[config.mk]
export PLATFORM = sky130hd
export DESIGN_NAME = quadrature_encoder_speed
export DESIGN_NICKNAME = d
export VERILOG_FILES = /design/src/hdl/qes_pkg.sv /design/src/hdl/qes_track.sv /design/src/hdl/qes_addsub.sv /design/src/hdl/qes_engine.sv /design/src/hdl/quadrature_encoder_speed.sv
export SDC_FILE = /design/constraint.sdc
export NUM_CORES = 1
export LEC_CHECK = 0
export ABC_AREA = 0
export ABC_CLOCK_PERIOD_IN_PS = 10300
export BUFFER_PORTS_ARGS = -buffer_cell sky130_fd_sc_hd__buf_2
export CAP_MARGIN = 10
export CELL_PAD_IN_SITES_DETAIL_PLACEMENT = 1
export CELL_PAD_IN_SITES_GLOBAL_PLACEMENT = 2
export CORE_UTILIZATION = 41
export DETAILED_ROUTE_END_ITERATION = 16
export PLACE_DENSITY_LB_ADDON = 0.1
export SETUP_SLACK_MARGIN = 0.5
export SLEW_MARGIN = 10
export SYNTH_ARGS = -nofsm -noshare
export SYNTH_HDL_FRONTEND = slang
export SYNTH_SLANG_ARGS = --single-unit
[constraint.sdc]
create_clock -name clk -period 10.3 [get_ports clk]
set_input_delay 0.515 -clock clk [delete_from_list [all_inputs] [get_ports clk]]
set_output_delay 0.515 -clock clk [all_outputs]
set_load 0.02 [all_outputs]
[src/hdl/qes_pkg.sv]
// Shared types and constants for the quadrature encoder speed block.
// No dependencies.
package qes_pkg;

    localparam int PPR_W     = 16;  // pulses per revolution register
    localparam int CFG_IDX_W = 2;   // configuration index
    localparam int STEP_W    = 5;   // iteration counter, up to 32 steps
    localparam int Q_W       = 32;  // quotient bits, top bit flags saturation
    localparam int OUT_W     = 32;  // result field width
    localparam int FRAC_W    = 8;   // fraction bits of the speed

    typedef enum logic [1:0] {
        FUNC_TICK   = 2'd0,
        FUNC_EDGE_A = 2'd1,
        FUNC_EDGE_B = 2'd2,
        FUNC_SYNC   = 2'd3
    } func_t;

    typedef enum logic [CFG_IDX_W-1:0] {
        REG_PPR       = 2'd0,
        REG_CLOCKWISE = 2'd1
    } cfg_reg_t;

    typedef enum logic [2:0] {
        S_IDLE,
        S_MUL_D,
        S_MUL_N,
        S_DIV,
        S_DONE
    } eng_state_t;

    typedef struct packed {
        logic start;  // sync transfer accepted
        logic take;   // result moves into the output register
    } eng_ctl_t;

    typedef struct packed {
        logic busy;   // engine holds a sync
        logic done;   // result ready
    } eng_sts_t;

endpackage

[src/hdl/qes_track.sv]
// Event tracker: saturating timers, edge count, last interval, direction.
// Depends on qes_pkg.
module qes_track
    import qes_pkg::*;
#(
    parameter int CW = 32
)
(
    input  logic          clk,
    input  logic          rst_n,
    input  logic          accept,
    input  logic [1:0]    func,
    input  logic          level_a,
    input  logic          level_b,
    output logic [CW-1:0] sync_time,
    output logic [CW-1:0] edge_cnt,
    output logic [CW-1:0] last_int,
    output logic          dir
);

    logic [CW-1:0] edge_timer_reg, edge_timer_next;
    logic [CW-1:0] sync_timer_reg, sync_timer_next;
    logic [CW-1:0] edge_count_reg, edge_count_next;
    logic [CW-1:0] last_int_reg, last_int_next;
    logic          dir_reg, dir_next;
    func_t         fn;

    function automatic logic [CW-1:0] sat_inc(input logic [CW-1:0] v);
        sat_inc = (v == '1) ? v : v + CW'(1);
    endfunction

    assign fn = func_t'(func);

    always_comb
    begin
        edge_timer_next = edge_timer_reg;
        sync_timer_next = sync_timer_reg;
        edge_count_next = edge_count_reg;
        last_int_next   = last_int_reg;
        dir_next        = dir_reg;
        if (accept)
        begin
            unique case (fn)
                FUNC_TICK:
                begin
                    edge_timer_next = sat_inc(edge_timer_reg);
                    sync_timer_next = sat_inc(sync_timer_reg);
                end
                FUNC_EDGE_A, FUNC_EDGE_B:
                begin
                    last_int_next   = edge_timer_reg;
                    edge_timer_next = '0;
                    edge_count_next = sat_inc(edge_count_reg);
                    // reverse when A levels differ, or B levels match
                    dir_next = (fn == FUNC_EDGE_A) ? (level_a != level_b)
                                                   : (level_a == level_b);
                end
                FUNC_SYNC:
                begin
                    sync_timer_next = '0;
                    edge_count_next = '0;
                end
                default:
                begin
                    edge_timer_next = edge_timer_reg;
                end
            endcase
        end
    end

    always_ff @(posedge clk or negedge rst_n)
    begin
        if (!rst_n)
        begin
            edge_timer_reg <= '0;
            sync_timer_reg <= '0;
            edge_count_reg <= '0;
            last_int_reg   <= '0;
            dir_reg        <= 1'b0;
        end
        else
        begin
            edge_timer_reg <= edge_timer_next;
            sync_timer_reg <= sync_timer_next;
            edge_count_reg <= edge_count_next;
            last_int_reg   <= last_int_next;
            dir_reg        <= dir_next;
        end
    end

    assign sync_time = sync_timer_reg;
    assign edge_cnt  = edge_count_reg;
    assign last_int  = last_int_reg;
    assign dir       = dir_reg;

endmodule

[src/hdl/qes_addsub.sv]
// Shared wide adder/subtractor with carry out (carry set means a >= b on subtract).
// Depends on qes_pkg.
module qes_addsub
    import qes_pkg::*;
#(
    parameter int W = 97
)
(
    input  logic [W-1:0] a,
    input  logic [W-1:0] b,
    input  logic         sub,
    output logic [W-1:0] sum,
    output logic         carry
);

    assign {carry, sum} = {1'b0, a} + {1'b0, (sub ? ~b : b)} + (W+1)'(sub);

endmodule

[src/hdl/qes_engine.sv]
// Speed engine: shift-add multiplies and restoring division on one shared adder.
// Depends on qes_pkg and qes_addsub.
module qes_engine
    import qes_pkg::*;
#(
    parameter int CW  = 32,
    parameter int TPS = 1000000
)
(
    input  logic                    clk,
    input  logic                    rst_n,
    input  eng_ctl_t                ctl,
    output eng_sts_t                sts,
    input  logic [PPR_W-1:0]        ppr,
    input  logic                    clockwise,
    input  logic [CW-1:0]           sync_time,
    input  logic [CW-1:0]           edge_cnt,
    input  logic [CW-1:0]           last_int,
    input  logic                    dir,
    output logic signed [OUT_W-1:0] speed,
    output logic [OUT_W-1:0]        edges_seen,
    output logic [OUT_W-1:0]        edge_interval
);

    localparam int TW       = $clog2(TPS + 1);
    localparam int NW       = CW + TW + FRAC_W;
    localparam int SW       = CW + PPR_W + 2 + Q_W - 1;
    localparam int AW       = (NW > SW) ? NW : SW;
    localparam int MW       = (TW > PPR_W) ? TW : PPR_W;
    localparam int DS_SHIFT = 2 + Q_W - 1;
    localparam int XW       = (CW > OUT_W) ? CW : OUT_W;

    eng_state_t         state_reg, state_next;
    logic [AW-1:0]      acc_reg, ds_reg;
    logic [MW-1:0]      mreg_reg;
    logic [STEP_W-1:0]  step_reg;
    logic [Q_W-1:0]     q_reg;
    logic [CW-1:0]      cnt_reg, time_reg, int_reg;
    logic               use_cnt_reg, neg_reg;

    logic [AW-1:0]      add_a, add_b, sum;
    logic               sub, carry;
    logic               use_cnt, zero_case, last_step;
    logic [CW-1:0]      time_sel;
    logic [Q_W-1:0]     mag;
    logic [XW-1:0]      cnt_x, int_x;

    qes_addsub #(.W(AW)) u_addsub
    (
        .a     (add_a),
        .b     (add_b),
        .sub   (sub),
        .sum   (sum),
        .carry (carry)
    );

    assign use_cnt   = edge_cnt > last_int;
    assign time_sel  = use_cnt ? sync_time : last_int;
    assign zero_case = (edge_cnt < CW'(2)) || (ppr == '0) || (time_sel == '0);
    assign last_step = (step_reg == '0);

    // next state
    always_comb
    begin
        state_next = state_reg;
        unique case (state_reg)
            S_IDLE:
                if (ctl.start)
                    state_next = zero_case ? S_DONE : S_MUL_D;
            S_MUL_D:
                if (last_step)
                    state_next = use_cnt_reg ? S_MUL_N : S_DIV;
            S_MUL_N:
                if (last_step)
                    state_next = S_DIV;
            S_DIV:
                if (last_step)
                    state_next = S_DONE;
            S_DONE:
                if (ctl.take)
                    state_next = S_IDLE;
            default:
                state_next = S_IDLE;
        endcase
    end

    // adder steering and status
    always_comb
    begin
        sts.busy = (state_reg != S_IDLE);
        sts.done = (state_reg == S_DONE);
        add_a    = acc_reg << 1;
        add_b    = '0;
        sub      = 1'b0;
        unique case (state_reg)
            S_MUL_D:
                add_b = mreg_reg[MW-1] ? AW'(time_reg) : '0;
            S_MUL_N:
                add_b = mreg_reg[MW-1] ? AW'(cnt_reg) : '0;
            S_DIV:
            begin
                add_a = acc_reg;
                add_b = ds_reg;
                sub   = 1'b1;
            end
            default:
                add_b = '0;
        endcase
    end

    always_ff @(posedge clk or negedge rst_n)
    begin
        if (!rst_n)
            state_reg <= S_IDLE;
        else
            state_reg <= state_next;
    end

    always_ff @(posedge clk)
    begin
        unique case (state_reg)
            S_IDLE:
                if (ctl.start)
                begin
                    cnt_reg     <= edge_cnt;
                    time_reg    <= time_sel;
                    int_reg     <= last_int;
                    use_cnt_reg <= use_cnt;
                    neg_reg     <= dir ^ ~clockwise;
                    acc_reg     <= '0;
                    mreg_reg    <= MW'(ppr) << (MW - PPR_W);
                    step_reg    <= STEP_W'(PPR_W - 1);
                    q_reg       <= '0;
                end
            S_MUL_D:
            begin
                if (last_step)
                begin
                    // divisor 4*ppr*time, aligned to the top quotient bit
                    ds_reg   <= sum << DS_SHIFT;
                    acc_reg  <= use_cnt_reg ? '0 : (AW'(TPS) << FRAC_W);
                    mreg_reg <= MW'(TPS) << (MW - TW);
                    step_reg <= use_cnt_reg ? STEP_W'(TW - 1) : STEP_W'(Q_W - 1);
                end
                else
                begin
                    acc_reg  <= sum;
                    mreg_reg <= mreg_reg << 1;
                    step_reg <= step_reg - STEP_W'(1);
                end
            end
            S_MUL_N:
            begin
                mreg_reg <= mreg_reg << 1;
                if (last_step)
                begin
                    acc_reg  <= sum << FRAC_W;
                    step_reg <= STEP_W'(Q_W - 1);
                end
                else
                begin
                    acc_reg  <= sum;
                    step_reg <= step_reg - STEP_W'(1);
                end
            end
            S_DIV:
            begin
                if (carry)
                    acc_reg <= sum;
                q_reg    <= {q_reg[Q_W-2:0], carry};
                ds_reg   <= ds_reg >> 1;
                step_reg <= step_reg - STEP_W'(1);
            end
            default:
                q_reg <= q_reg;
        endcase
    end

    // top quotient bit set means the true quotient reached 2^31
    assign mag = q_reg[Q_W-1] ? {1'b1, {(Q_W-1){1'b0}}} : q_reg;

    always_comb
    begin
        if (neg_reg)
            speed = OUT_W'(-mag);
        else if (q_reg[Q_W-1])
            speed = {1'b0, {(OUT_W-1){1'b1}}};
        else
            speed = OUT_W'(mag);
    end

    assign cnt_x = XW'(cnt_reg);
    assign int_x = XW'(int_reg);
    assign edges_seen    = (cnt_x > XW'({OUT_W{1'b1}})) ? '1 : cnt_x[OUT_W-1:0];
    assign edge_interval = (int_x > XW'({OUT_W{1'b1}})) ? '1 : int_x[OUT_W-1:0];

endmodule

[src/hdl/quadrature_encoder_speed.sv]
// Top level of the x4 quadrature encoder speed measurement block.
// Depends on qes_pkg, qes_track, qes_engine (and qes_addsub below it).
//
//  Channel | Handshake              | Payload
//  --------+------------------------+-----------------------------------------
//  in      | in_valid / in_stall    | func, level_a, level_b
//  out     | out_valid / out_stall  | speed, edges_seen, edge_interval
//  cfg     | cfg_valid / cfg_ready  | cfg_index, cfg_data
//
// Tick and edge events are accepted back to back while no sync is held.
// A sync whose speed is zero goes straight to the done state. Otherwise the
// shared adder runs the ppr multiply, on the count path the count multiply
// over T bits, T being the bit width of TICKS_PER_SECOND (20 at the default),
// and then the restoring division, one bit a cycle.
// in_stall stays high while the engine holds a sync, including a finished
// result waiting for the output register. Reset clears all timers, counts
// and out_valid but not the output payload; cfg_ready is always high.
module quadrature_encoder_speed
    import qes_pkg::*;
#(
    parameter int TICKS_PER_SECOND = 1000000,
    parameter int COUNTER_WIDTH    = 32
)
(
    input  logic                    clk,
    input  logic                    rst_n,
    // event input
    input  logic                    in_valid,
    output logic                    in_stall,
    input  logic [1:0]              func,
    input  logic                    level_a,
    input  logic                    level_b,
    // result output
    output logic                    out_valid,
    input  logic                    out_stall,
    output logic signed [OUT_W-1:0] speed,
    output logic [OUT_W-1:0]        edges_seen,
    output logic [OUT_W-1:0]        edge_interval,
    // configuration writes
    input  logic                    cfg_valid,
    output logic                    cfg_ready,
    input  logic [CFG_IDX_W-1:0]    cfg_index,
    input  logic [PPR_W-1:0]        cfg_data
);

    logic                    in_accept;
    logic [PPR_W-1:0]        ppr_reg, ppr_next;
    logic                    cw_reg, cw_next;
    logic                    out_valid_reg, out_valid_next;
    logic signed [OUT_W-1:0] speed_reg;
    logic [OUT_W-1:0]        edges_reg, interval_reg;

    logic [COUNTER_WIDTH-1:0] sync_time, edge_cnt, last_int;
    logic                     dir;
    eng_ctl_t                 eng_ctl;
    eng_sts_t                 eng_sts;
    logic signed [OUT_W-1:0]  eng_speed;
    logic [OUT_W-1:0]         eng_edges, eng_interval;

    // Hold off new events while the engine owns a sync.
    assign in_stall  = eng_sts.busy;
    assign in_accept = in_valid && !in_stall;
    assign cfg_ready = 1'b1;

    // Configuration decode; unknown indexes drop the transfer.
    always_comb
    begin
        ppr_next = ppr_reg;
        cw_next  = cw_reg;
        if (cfg_valid && cfg_ready)
        begin
            unique case (cfg_reg_t'(cfg_index))
                REG_PPR:       ppr_next = cfg_data;
                REG_CLOCKWISE: cw_next  = cfg_data[0];
                default:       ppr_next = ppr_reg;
            endcase
        end
    end

    // Start the engine on an accepted sync; move its result when the output
    // register is empty or being drained this cycle.
    assign eng_ctl.start = in_accept && (func_t'(func) == FUNC_SYNC);
    assign eng_ctl.take  = eng_sts.done && (!out_valid_reg || !out_stall);

    assign out_valid_next = eng_ctl.take ? 1'b1 : (out_valid_reg && out_stall);

    qes_track #(.CW(COUNTER_WIDTH)) u_track
    (
        .clk       (clk),
        .rst_n     (rst_n),
        .accept    (in_accept),
        .func      (func),
        .level_a   (level_a),
        .level_b   (level_b),
        .sync_time (sync_time),
        .edge_cnt  (edge_cnt),
        .last_int  (last_int),
        .dir       (dir)
    );

    qes_engine #(.CW(COUNTER_WIDTH), .TPS(TICKS_PER_SECOND)) u_engine
    (
        .clk           (clk),
        .rst_n         (rst_n),
        .ctl           (eng_ctl),
        .sts           (eng_sts),
        .ppr           (ppr_reg),
        .clockwise     (cw_reg),
        .sync_time     (sync_time),
        .edge_cnt      (edge_cnt),
        .last_int      (last_int),
        .dir           (dir),
        .speed         (eng_speed),
        .edges_seen    (eng_edges),
        .edge_interval (eng_interval)
    );

    always_ff @(posedge clk or negedge rst_n)
    begin
        if (!rst_n)
        begin
            ppr_reg       <= PPR_W'(1);
            cw_reg        <= 1'b1;
            out_valid_reg <= 1'b0;
        end
        else
        begin
            ppr_reg       <= ppr_next;
            cw_reg        <= cw_next;
            out_valid_reg <= out_valid_next;
        end
    end

    // Output payload: load on take, hold otherwise.
    always_ff @(posedge clk)
    begin
        if (eng_ctl.take)
        begin
            speed_reg    <= eng_speed;
            edges_reg    <= eng_edges;
            interval_reg <= eng_interval;
        end
    end

    assign out_valid     = out_valid_reg;
    assign speed         = speed_reg;
    assign edges_seen    = edges_reg;
    assign edge_interval = interval_reg;

endmodule

-- Yosys cells after proc, flatten, opt, wreduce, memory -nomap -nowiden
Index checks and enable logic that the tools add are counted.
- logic and storage cells: 140
- input bits: 27
- output and inout port bits: 99
- register bits: 563
- bitwise gates (word level): 3
- order comparisons: 4
- reduce and logical (&&, ||, !) cells: 38
- add/subtract/negate cells: 7
- eq/ne operators: 22
- muxes and demuxes: 44
- operators with widths (kind ; number):
    81-bit two-way mux ; 7
    81-bit case mux with 4 select lines ; 1
    32-bit two-way mux ; 10
    32-bit case mux with 2 select lines ; 4
    81-bit case mux with 3 select lines ; 1
    81-bit case mux with 2 select lines ; 1
    32-bit by 1-bit adder with 32-bit output (second input constant) ; 3
    32-bit equality test (second input constant) ; 3
    81-bit by 81-bit adder with 82-bit output ; 1
    82-bit by 1-bit adder with 82-bit output ; 1
    81-bit inverter ; 1
    32-bit > comparator (second input constant) ; 2
    20-bit case mux with 3 select lines ; 1
    20-bit two-way mux ; 2
    32-bit > comparator ; 1
    32-bit logical NOT ; 1
    32-bit by 2-bit < comparator with 1-bit output (second input constant) ; 1
    32-bit negation ; 1
    28-bit two-way mux ; 1
    5-bit case mux with 4 select lines ; 1
    3-bit two-way mux ; 6
    16-bit logical NOT ; 1
    2-bit AND reduction ; 8
    5-bit two-way mux ; 3
    27 further kinds ; 56

-- Depth between registers and ports, before layout
Gate-level depths: netlist (run 1).
- word-level depth: 8
- gate-level depth with buffers: 21
- mapped depth without buffers: 17

-- Cells and area by module
Synthesis (run 1) repeated with hierarchy kept, for this count alone.
- cell total of the unflattened synthesis: 3163
- area total of the unflattened synthesis: 32762.7 um^2
- modules (own cells, without submodules) (module ; times used ; area each (um^2) ; seq. area each (um^2) ; cells each):
    qes_engine ; 1 ; 16124.2 ; 9474.1 ; 1438
    qes_track ; 1 ; 7285.7 ; 3228.1 ; 763
    qes_addsub ; 1 ; 5745.5 ; 0.0 ; 822
    quadrature_encoder_speed ; 1 ; 3607.2 ; 3335.7 ; 140

-- Least setup slack after synthesis (run 1)
No wires, ideal clock.
- path kind: reg-to-reg
- start: register u_engine.state_reg[2]
- end: register u_engine.acc_reg[0] (enable)
- setup slack: 2.272 ns
- required time: 9.753 ns
- clock period less this slack: 8.028 ns
- library setup time: 0.547 ns
- stages on the path, launching flop included: 21
- buffers on the path: 5
- arrival time: 7.481 ns
- path through: dfrtp_1 buf_4 inv_1 nand3_1 clkbuf_1 clkbuf_1 buf_1 nor2_1 ha_1 clkbuf_1 nand4_1 nor3_2 a221o_1 a21oi_1 nor2_1 a41oi_2 o21ai_2 a41oi_2 o21ai_2 a21oi_1 a21oi_1
- word-level cells in the longest chain between the ends: 8
- elaborated cells between the ends (all ways): 19
- those cells by class: add/sub (2); eq/ne (5); mux (4); bitwise (1); reduce/logical (7)
- RTL lines (element ; RTL line ; RTL):
    start: declaration ; qes_engine.sv:33 ; eng_state_t state_reg, state_next;
    start signal: assignment ; qes_engine.sv:116 ; state_reg <= state_next;
    3-bit by 2-bit equality test with 1-bit output or 3-bit by 1-bit equality test with 1-bit output (tied branches) ; qes_engine.sv:95, qes_engine.sv:121 ;
    81-bit case mux with 3 select lines ; qes_engine.sv:95 ; unique case (state_reg)
    81-bit inverter ; qes_addsub.sv:16 ; assign {carry, sum} = {1'b0, a} + {1'b0, (sub ? ~b : b)} + (W+1)'(sub);
    81-bit two-way mux ; qes_addsub.sv:16 ;
    81-bit by 81-bit adder with 82-bit output ; qes_addsub.sv:16 ;
    82-bit by 1-bit adder with 82-bit output ; qes_addsub.sv:16 ;
    2-bit by 1-bit != test with 1-bit output (no source line) ; -- ;
    3-bit AND reduction (no source line) (*) ; -- ;
    end signal: assignment ; qes_engine.sv:141 ; acc_reg <= use_cnt_reg ? '0 : (AW'(TPS) << FRAC_W);
    end signal: assignment ; qes_engine.sv:147 ; acc_reg <= sum;
    end signal: assignment ; qes_engine.sv:157 ; acc_reg <= sum << FRAC_W;
    end: declaration ; qes_engine.sv:34 ; logic [AW-1:0] acc_reg, ds_reg;
Every way passes the cells marked *; elsewhere a longest branch is shown, timed or not.
A chain may end at the register's enable or synchronous reset.

-- Worst setup path after layout (run 1)
- start: register u_engine.state_reg[0]
- end: register u_engine.acc_reg[25] (enable)
Same word-level chain as after synthesis.

==> impl_metrics.tcl, run 1 <==
set metrics [dict create \
    dpl.hpwl_um 71220 \
    yosysUniqueCellTypes 102 \
    period_minus_slack_ps 6305 \
    layout-drive-gt1-share_pct 11.90 \
    rsz0062_at_grt "false" \
    tritoncts "yes" \
    r2r_end "u_engine.acc_reg[25]" \
    crit_arrival_ps 6560 \
    syn-num-nets 3181 \
    fill_cells 8117 \
    avgSynthCellArea_sq_um 10.06 \
    postCtsSetupBuffers 0 \
    numCtsBuffers 67 \
    cap_violations 0 \
    async_flop_share_pct 26.83 \
    r2r_cells 19 \
    endpoint_kind "flop" \
    dpl.cell_count 4002 \
    area_delta_synth_final_pct 12.85 \
    ioPinCount 126 \
    clockBufferDepth 3 \
    htreeDepth 3 \
    gp_congestion 0.8951 \
    cts_resized 0 \
    crit_type "reg -> reg" \
    ys_seq_elements 559 \
    portBuffers 124 \
    status "finished, violations left" \
    totalWireLength_um 97770 \
    core_area_sq_um 73330 \
    grt_pass1_wl_um 151100 \
    clkSinkCount 559 \
    final-seq-area_sq_um 16040 \
    antenna_found_initial 0 \
    worstMarginPinSlew_ps 1123 \
    grt_remaining_overflow 0 \
    fin_tns_setup_ps 0 \
    worstPathMaxFanout 112 \
    fp.dieW_um 274.8 \
    violations "DRC" \
    slowest_delay_ps 820 \
    initial_core_util_pct 41.60 \
    via_count 23700 \
    path_clk_slew_ps 60 \
    drc 2 \
    fin_crit_sh_pct 61.22 \
    max-slew-margin-rel_pct 25.13 \
    r2r_slack_ps 3990 \
    slew_violations 0 \
    synth-edff-count 409 \
    dieHeight_um 274.8 \
    ys_seq_area_share_pct 52.58 \
    setup_viol 0 \
    syn_area_sq_um 30500 \
    ant_nets 0 \
    timing.fmax_mhz 158.6 \
    grt_max_degree 136 \
    root_buffer "clkbuf_16" \
    netlist_instances 3032 \
    clk-insertion-delay-late_ps 610 \
    yosysWarnings 0 \
    grt_use_total_pct 26.19 \
    cellPowerDensity_nw_per_um2 279.0 \
    final_cells 4126 \
    hold_class "in -> async" \
    final.setup_skew_ps 25.29 \
    layout.nets 3262 \
    std_cell_rows 99 \
    firstDrtPassIters 11 \
    hold_violations 0 \
    via_per_inst 5.745 \
    cts-hold-fix-buffers 0 \
    wl_per_cell_um 23.70 \
    start_kind "flop" \
    synthFlopType "edfxtp_1" \
    r2r-start "u_engine.state_reg[0]" \
    peakVddDrop_uv 148.3 \
    dieArea_sq_um 75500 \
    antenna_cells 0 \
    multi_input_area_sq_um 13650 \
    required_ps 10550 \
    grt_pass1_vias 24950 \
    worstPathCellList "buf_4 > nand3_4 > inv_6 > buf_4 > nand2_1 > nand2_1 > ha_1 > o21ai_1 > nor2b_1 > nor2_1 > a31o_2 > a21o_1 > a41oi_2 > o21ai_2 > a41oi_2 > o21ai_2 > a21oi_1 > a21oi_4 > buf_12" \
    p_leak_uw 0.01393 \
    drtIter0Drc 1468 \
    slowest_stage "a21oi_4" \
]
==> logic make-up after synthesis <==
logic type / synth area share (%)
adder cells (fa/ha/maj): 5.062
flip-flops: 52.58
other: 0.01229
XOR/XNOR: 4.422
multiplexers: 1.928
AO/OA/AOI/OAI: 14.80
buffers and inverters: 2.896
AND/OR/NAND/NOR: 18.30
==> area by class of cell <==
| type | instances | share of cell area [%] |
|---|---|---|
| multi-input cells | 2248 | 39.64 |
| flip-flops and latches | 559 | 46.59 |
| clock buffers | 82 | 5.125 |
| well taps | 959 | 3.486 |
| repair buffers | 158 | 2.646 |
| clock inverters | 41 | 1.625 |
| inverters | 79 | 0.8833 |
==> metal layers <==
metal,vias to the layer above,wire [um],global-route usage [%]
li1,11120,-,-
met1,11960,42430,33.65
met2,452,48350,45.06
met3,166,3133,2.741
met4,0,3853,10.66
met5,-,0,0
==> synth_stat cells, types with 9 or more instances <==
master    number  area share (%)
a22o_1        48             1.4
buf_2         10            0.16
nand2b_1      10            0.21
and3_1        19            0.39
xnor2_1       63             1.8
o221ai_1       9            0.26
clkbuf_1     118             1.5
o21ai_0      209             3.4
nand4_1       60             1.2
o21ai_1       14            0.23
ha_1         121             5.0
and2_1        77             1.6
o21a_1        15            0.37
mux2_2        46             1.7
a211oi_1       9            0.22
buf_1         12            0.15
a21o_1        49             1.2
xor2_1        91             2.6
a22oi_1       41             1.0
o22ai_1       19            0.39
o21bai_1      15            0.37
dfrtp_1      148              12
inv_1         77            0.95
nand2_1      589             7.2
a21oi_1      166             2.7
nand3_1       42            0.69
nor3_1        47            0.77
edfxtp_1     409              40
nor4_1        38            0.78
and4_1         9            0.26
or3_1         28            0.57
nor2_1       252             3.1
nor2b_1       16            0.33
==> worst max-delay path by stage <==
stage                                startpoint              endpoint  slack (ps)  cells past startpoint
after floorplan           u_engine.state_reg[2]   u_engine.acc_reg[0]        2270                     20
after global placement    u_engine.state_reg[0]   u_engine.acc_reg[0]        4250                     19
after detailed placement  u_engine.state_reg[0]  u_engine.acc_reg[24]        4080                     19
after CTS                 u_engine.state_reg[0]  u_engine.acc_reg[25]        4020                     19
after global routing      u_engine.state_reg[0]  u_engine.acc_reg[25]        3620                     19
final                     u_engine.state_reg[0]  u_engine.acc_reg[25]        3990                     19
==> cells in the final DEF, fill, tap and decap left out, drive strengths merged, types with 9 or more instances in the layout <==
| cell type | n |
|---|---|
| a211oi | 10 |
| a21o | 50 |
| a21oi | 170 |
| a22o | 48 |
| a22oi | 41 |
| a31oi | 12 |
| and2 | 79 |
| and3 | 21 |
| and4 | 12 |
| buf | 158 |
| bufinv | 10 |
| clkbuf | 82 |
| clkinv | 23 |
| dfrtp | 148 |
| edfxtp | 409 |
| ha | 121 |
| inv | 82 |
| mux2 | 46 |
| nand2 | 589 |
| nand2b | 11 |
| nand3 | 43 |
| nand4 | 62 |
| nor2 | 254 |
| nor2b | 17 |
| nor3 | 50 |
| nor4 | 41 |
| o21a | 15 |
| o21ai | 225 |
| o21bai | 15 |
| o221ai | 9 |
| o22ai | 19 |
| o31ai | 9 |
| or3 | 28 |
| xnor2 | 63 |
| xor2 | 91 |
==> worst max-delay path: cells and delay by family, from the launching register on <==
family / cells / cell delay (ps)
AOI/OAI and AO/OA: 9 / 2670
buffers and inverters: 4 / 1790
and+or+nand+nor: 5 / 780
DFF: 1 / 320
adders and majority gates: 1 / 240
==> stage by stage <==
stage | power, uW | instance area, sq um | hold WS (ps) | worst slack, ps | utilization, %
3_3_place_gp | 7031 | 32090 | 400.9 | 4249 | 43.76
4_1_cts | 9678 | 34410 | 66.30 | 4022 | 46.93
5_1_grt | 10140 | 34420 | 102.2 | 3624 | 46.94
2_1_floorplan | 5825 | 30500 | 219.4 | 2272 | -
3_5_place_dp | 7127 | 32090 | 405.7 | 4083 | 43.76
6_report | 9603 | 34420 | 19.00 | 3995 | 46.94
==> power by group <==
| part | switching (uW) | internal (uW) | leakage (uW) |
|---|---|---|---|
| combinational | 2610 | 1110 | 0.00690 |
| clock | 1010 | 1490 | 0.00112 |
| sequential | 286 | 3090 | 0.00592 |
| total | 3910 | 5690 | 0.0139 |
Note: power is estimated with default switching activity, not from simulation.
==> run 2, diff against run 1 <==
--- a/config.mk
+++ b/config.mk
@@ -5,13 +5,13 @@
 export SDC_FILE = /design/constraint.sdc
 export NUM_CORES = 1
 export LEC_CHECK = 0
-export ABC_AREA = 0
-export ABC_CLOCK_PERIOD_IN_PS = 10300
+export ABC_AREA = 1
+export ABC_CLOCK_PERIOD_IN_PS = 6400
 export BUFFER_PORTS_ARGS = -buffer_cell sky130_fd_sc_hd__buf_2
 export CAP_MARGIN = 10
 export CELL_PAD_IN_SITES_DETAIL_PLACEMENT = 1
 export CELL_PAD_IN_SITES_GLOBAL_PLACEMENT = 2
-export CORE_UTILIZATION = 41
+export CORE_UTILIZATION = 39
 export DETAILED_ROUTE_END_ITERATION = 16
 export PLACE_DENSITY_LB_ADDON = 0.1
 export SETUP_SLACK_MARGIN = 0.5
==> constraint.sdc (replaced) <==
create_clock -name clk -period 6.4 [get_ports clk]
set_input_delay 0.32 -clock clk [delete_from_list [all_inputs] [get_ports clk]]
set_output_delay 0.32 -clock clk [all_outputs]
set_load 0.02 [all_outputs]
==> run 2 against run 1 <==
The run now ends clean; clock power is 52% higher; die area is 13% higher; utilization is 2.6 points lower; sequential cell count stayed put; clock-buffer cell count is 2 higher; global-route usage is 2.6 points higher; final area is 7.7% higher; final cell count is 27% higher; critical endpoint is now u_engine.acc_reg[75]; largest power group unchanged.
==> impl_metrics.tcl, run 2 <==
set metrics [dict create \
    dieHeight_um 292.3 \
    area_delta_synth_final_pct 12.81 \
    synth_area_leaders "edfxtp_1 (37%), dfrtp_1 (11%), nand2_1 (9.0%), inv_1 (6.8%), nor2_1 (5.6%)" \
    fill_cells 10020 \
    slowest_stage "dfrtp_1" \
    synthFlopType "edfxtp_1" \
    grt_use_total_pct 28.84 \
    path_clk_slew_ps 60 \
    yosysUniqueCellTypes 69 \
    timing.fmax_mhz 185.9 \
    synthMostInstantiatedCell "nand2_1" \
    totalWireLength_um 123500 \
    final_cells 5252 \
    status "completed" \
    final.setup_skew_ps 28.04 \
    worstMarginPinSlew_ps 1096 \
    dpl.cell_count 5115 \
    via_count 28730 \
    dpl.hpwl_um 96650 \
    avgSynthCellArea_sq_um 8.252 \
    dpl-instance-area_sq_um 34730 \
    fp.dieW_um 292.3 \
    postCtsSetupBuffers 0 \
    internal-power_uw 11150 \
    tritoncts "yes" \
    drtIter0Drc 2072 \
    gp_congestion 0.9488 \
    layout_commonest_cell "nand2_1" \
    portBuffers 124 \
    pre_cts_ws_ps 1266 \
    stdcell_area_sq_um 37070 \
    hold_class "in -> reg" \
    worstPathCellList "nand2_1 > nor2_4 > inv_8 > buf_4 > a31oi_1 > ha_1 > a21oi_1 > nor2_1 > nor2_1 > inv_1 > a21oi_1 > a21boi_0 > o211ai_1 > a21oi_1 > inv_1 > nand3_1 > nand4_1 > o21ai_0 > clkinv_2 > buf_12" \
    yosysTopAreaCellShare_pct 37.38 \
    rsz0062_at_grt "false" \
    wl_per_cell_um 23.52 \
    synth-edff-count 409 \
    grt_pass1_vias 29340 \
    crit_type "reg -> reg" \
    htreeDepth 3 \
    slew_violations 0 \
    max-slew-margin-rel_pct 26.19 \
    total_power_uw 22740 \
    start_kind "flop" \
    setup_viol 0 \
    async_flop_share_pct 26.83 \
    slowest_delay_ps 450 \
    final_cell_mix "nand2_1 (784), inv_1 (596), nor2_1 (486)" \
    antenna_found_initial 0 \
    hold_violations 0 \
    std_cell_rows 106 \
    ioPinCount 126 \
    crit_arrival_ps 5690 \
    layout.nets 4271 \
    core_area_sq_um 83560 \
    root_buffer "clkbuf_16" \
    setup_ws_ps 1022 \
    path_common_cell "a21oi_1" \
    p_sw_uw 11580 \
    via_per_inst 5.470 \
    yosysTopAreaCell "edfxtp_1" \
    numCtsBuffers 66 \
    netlist_instances 3982 \
    clockBufferDepth 3 \
    clk-insertion-delay-late_ps 640 \
    period_minus_slack_ps 5378 \
    fin_tns_setup_ps 0 \
    cap_violations 0 \
    endpoint_kind "flop" \
    dieArea_sq_um 85420 \
    ys_seq_area_share_pct 48.81 \
    ys_seq_elements 559 \
    ys_top_cells_by_count "nand2_1 (785), inv_1 (598), nor2_1 (488), edfxtp_1 (409), o21ai_0 (305)" \
    grt_remaining_overflow 0 \
    grt_max_degree 103 \
    combPwrFrac_pct 55.8 \
    peakVddDrop_uv 361.5 \
    firstDrtPassIters 7 \
    p_leak_uw 0.01597 \
    antenna_cells 0 \
    pwr-share-seq_pct 27.4 \
    ant_nets 0 \
    p_clk_share_pct 16.8 \
    yosysWarnings 0 \
    drc 0 \
    syn-num-nets 4131 \
    cellPowerDensity_nw_per_um2 613.4 \
    syn_area_sq_um 32860 \
    switching_share_pct 50.95 \
    layout-drive-gt1-share_pct 8.917 \
    grt_pass1_wl_um 184800 \
    clkSinkCount 559 \
    initial_core_util_pct 39.33 \
    worstPathMaxFanout 102 \
    required_ps 6710 \
    fin_crit_sh_pct 84.03 \
]
-- run 2: cell count changes in the layout (fill, tap and decap cells not counted), moves of 47 or more --
cell     previous run  this run
a21oi_1           163       286
a22o_1             48         1
and2_1             75         2
inv_1              75       596
nand2_1           588       784
nand3_1            41       170
nor2_1            252       486
o21ai_0           209       305
xor2_1             91        30
-- run 2: power by group through the flow --
stage | clock network (uW) | logic [uW] | registers (uW)
after floorplan | 0 | 7560 | 6190
after global placement | 0 | 12400 | 6270
after detailed placement | 0 | 12500 | 6280
after CTS | 3910 | 12600 | 6220
after global routing | 4030 | 13700 | 6320
final | 3820 | 12700 | 6230
-- run 2: worst paths after layout --
| kind | start | end | slack, ps | cells after the start |
|---|---|---|---|---|
| setup / recovery | u_engine.state_reg[1] | u_engine.acc_reg[75] | 1020 | 20 |
| hold / removal | level_a | u_track.dir | 180 | 4 |
| setup reg to reg | u_engine.state_reg[1] | u_engine.acc_reg[75] | 1020 | 20 |
| hold reg to reg | u_engine.int_reg[4] | edge_interval[4] | 420 | 0 |
| max in group asynchronous | rst_n | u_track.edge_cnt[10] | 5020 | 3 |
| min in group asynchronous | rst_n | ppr_reg[4] | 280 | 2 |
-- run 2: timing repair --
| action | 4_1_cts | 5_1_grt |
|---|---|---|
| gates resized for setup | 0 | 0 |
| endpoints found under the hold margin | 77 | 0 |
| hold buffers | 19 | 0 |
-- run 2: cells by family after synthesis --
logic type,synth area share (%)
simple gates,22.26
compound gates,13.63
buf+inv,8.335
flops,48.81
fa+ha+maj,4.668
xor+xnor,1.778
mux,0.5140
other cells,0.01141
-- run 2: area by class of cell --
class / count / area, sq um / area share, %
Clock inverter: 34 / 352.8 / 0.9519
Sequential cell: 559 / 16040 / 43.27
Inverter: 611 / 2310 / 6.231
Multi-Input combinational cell: 2708 / 14110 / 38.07
Tap cell: 1080 / 1351 / 3.646
Clock buffer: 84 / 1790 / 4.830
Timing Repair Buffer: 176 / 1115 / 3.008
-- run 2: routing by layer --
metal | vias up | wire (um) | global-route usage (%)
met5 | - | 0 | 0
met4 | 0 | 3779 | 9.565
met3 | 128 | 4772 | 2.648
met2 | 577 | 57980 | 47.53
met1 | 14390 | 56990 | 39.89
li1 | 13640 | - | -
-- run 2: per-stage QoR --
step / hold WS, ps / util [%]
2_1_floorplan: 24.41 / -
3_3_place_gp: 359.2 / 41.57
3_5_place_dp: 357.9 / 41.57
4_1_cts: 165.3 / 44.36
5_1_grt: 213.6 / 44.36
6_report: 183.7 / 44.36
-- run 2: critical path: cells and delay by family (launching register included) --
family	cells	cell delay [ps]
compound gates	7	1630
fa+ha+maj	1	390
buf+inv	6	1620
flops	1	450
simple gates	6	770
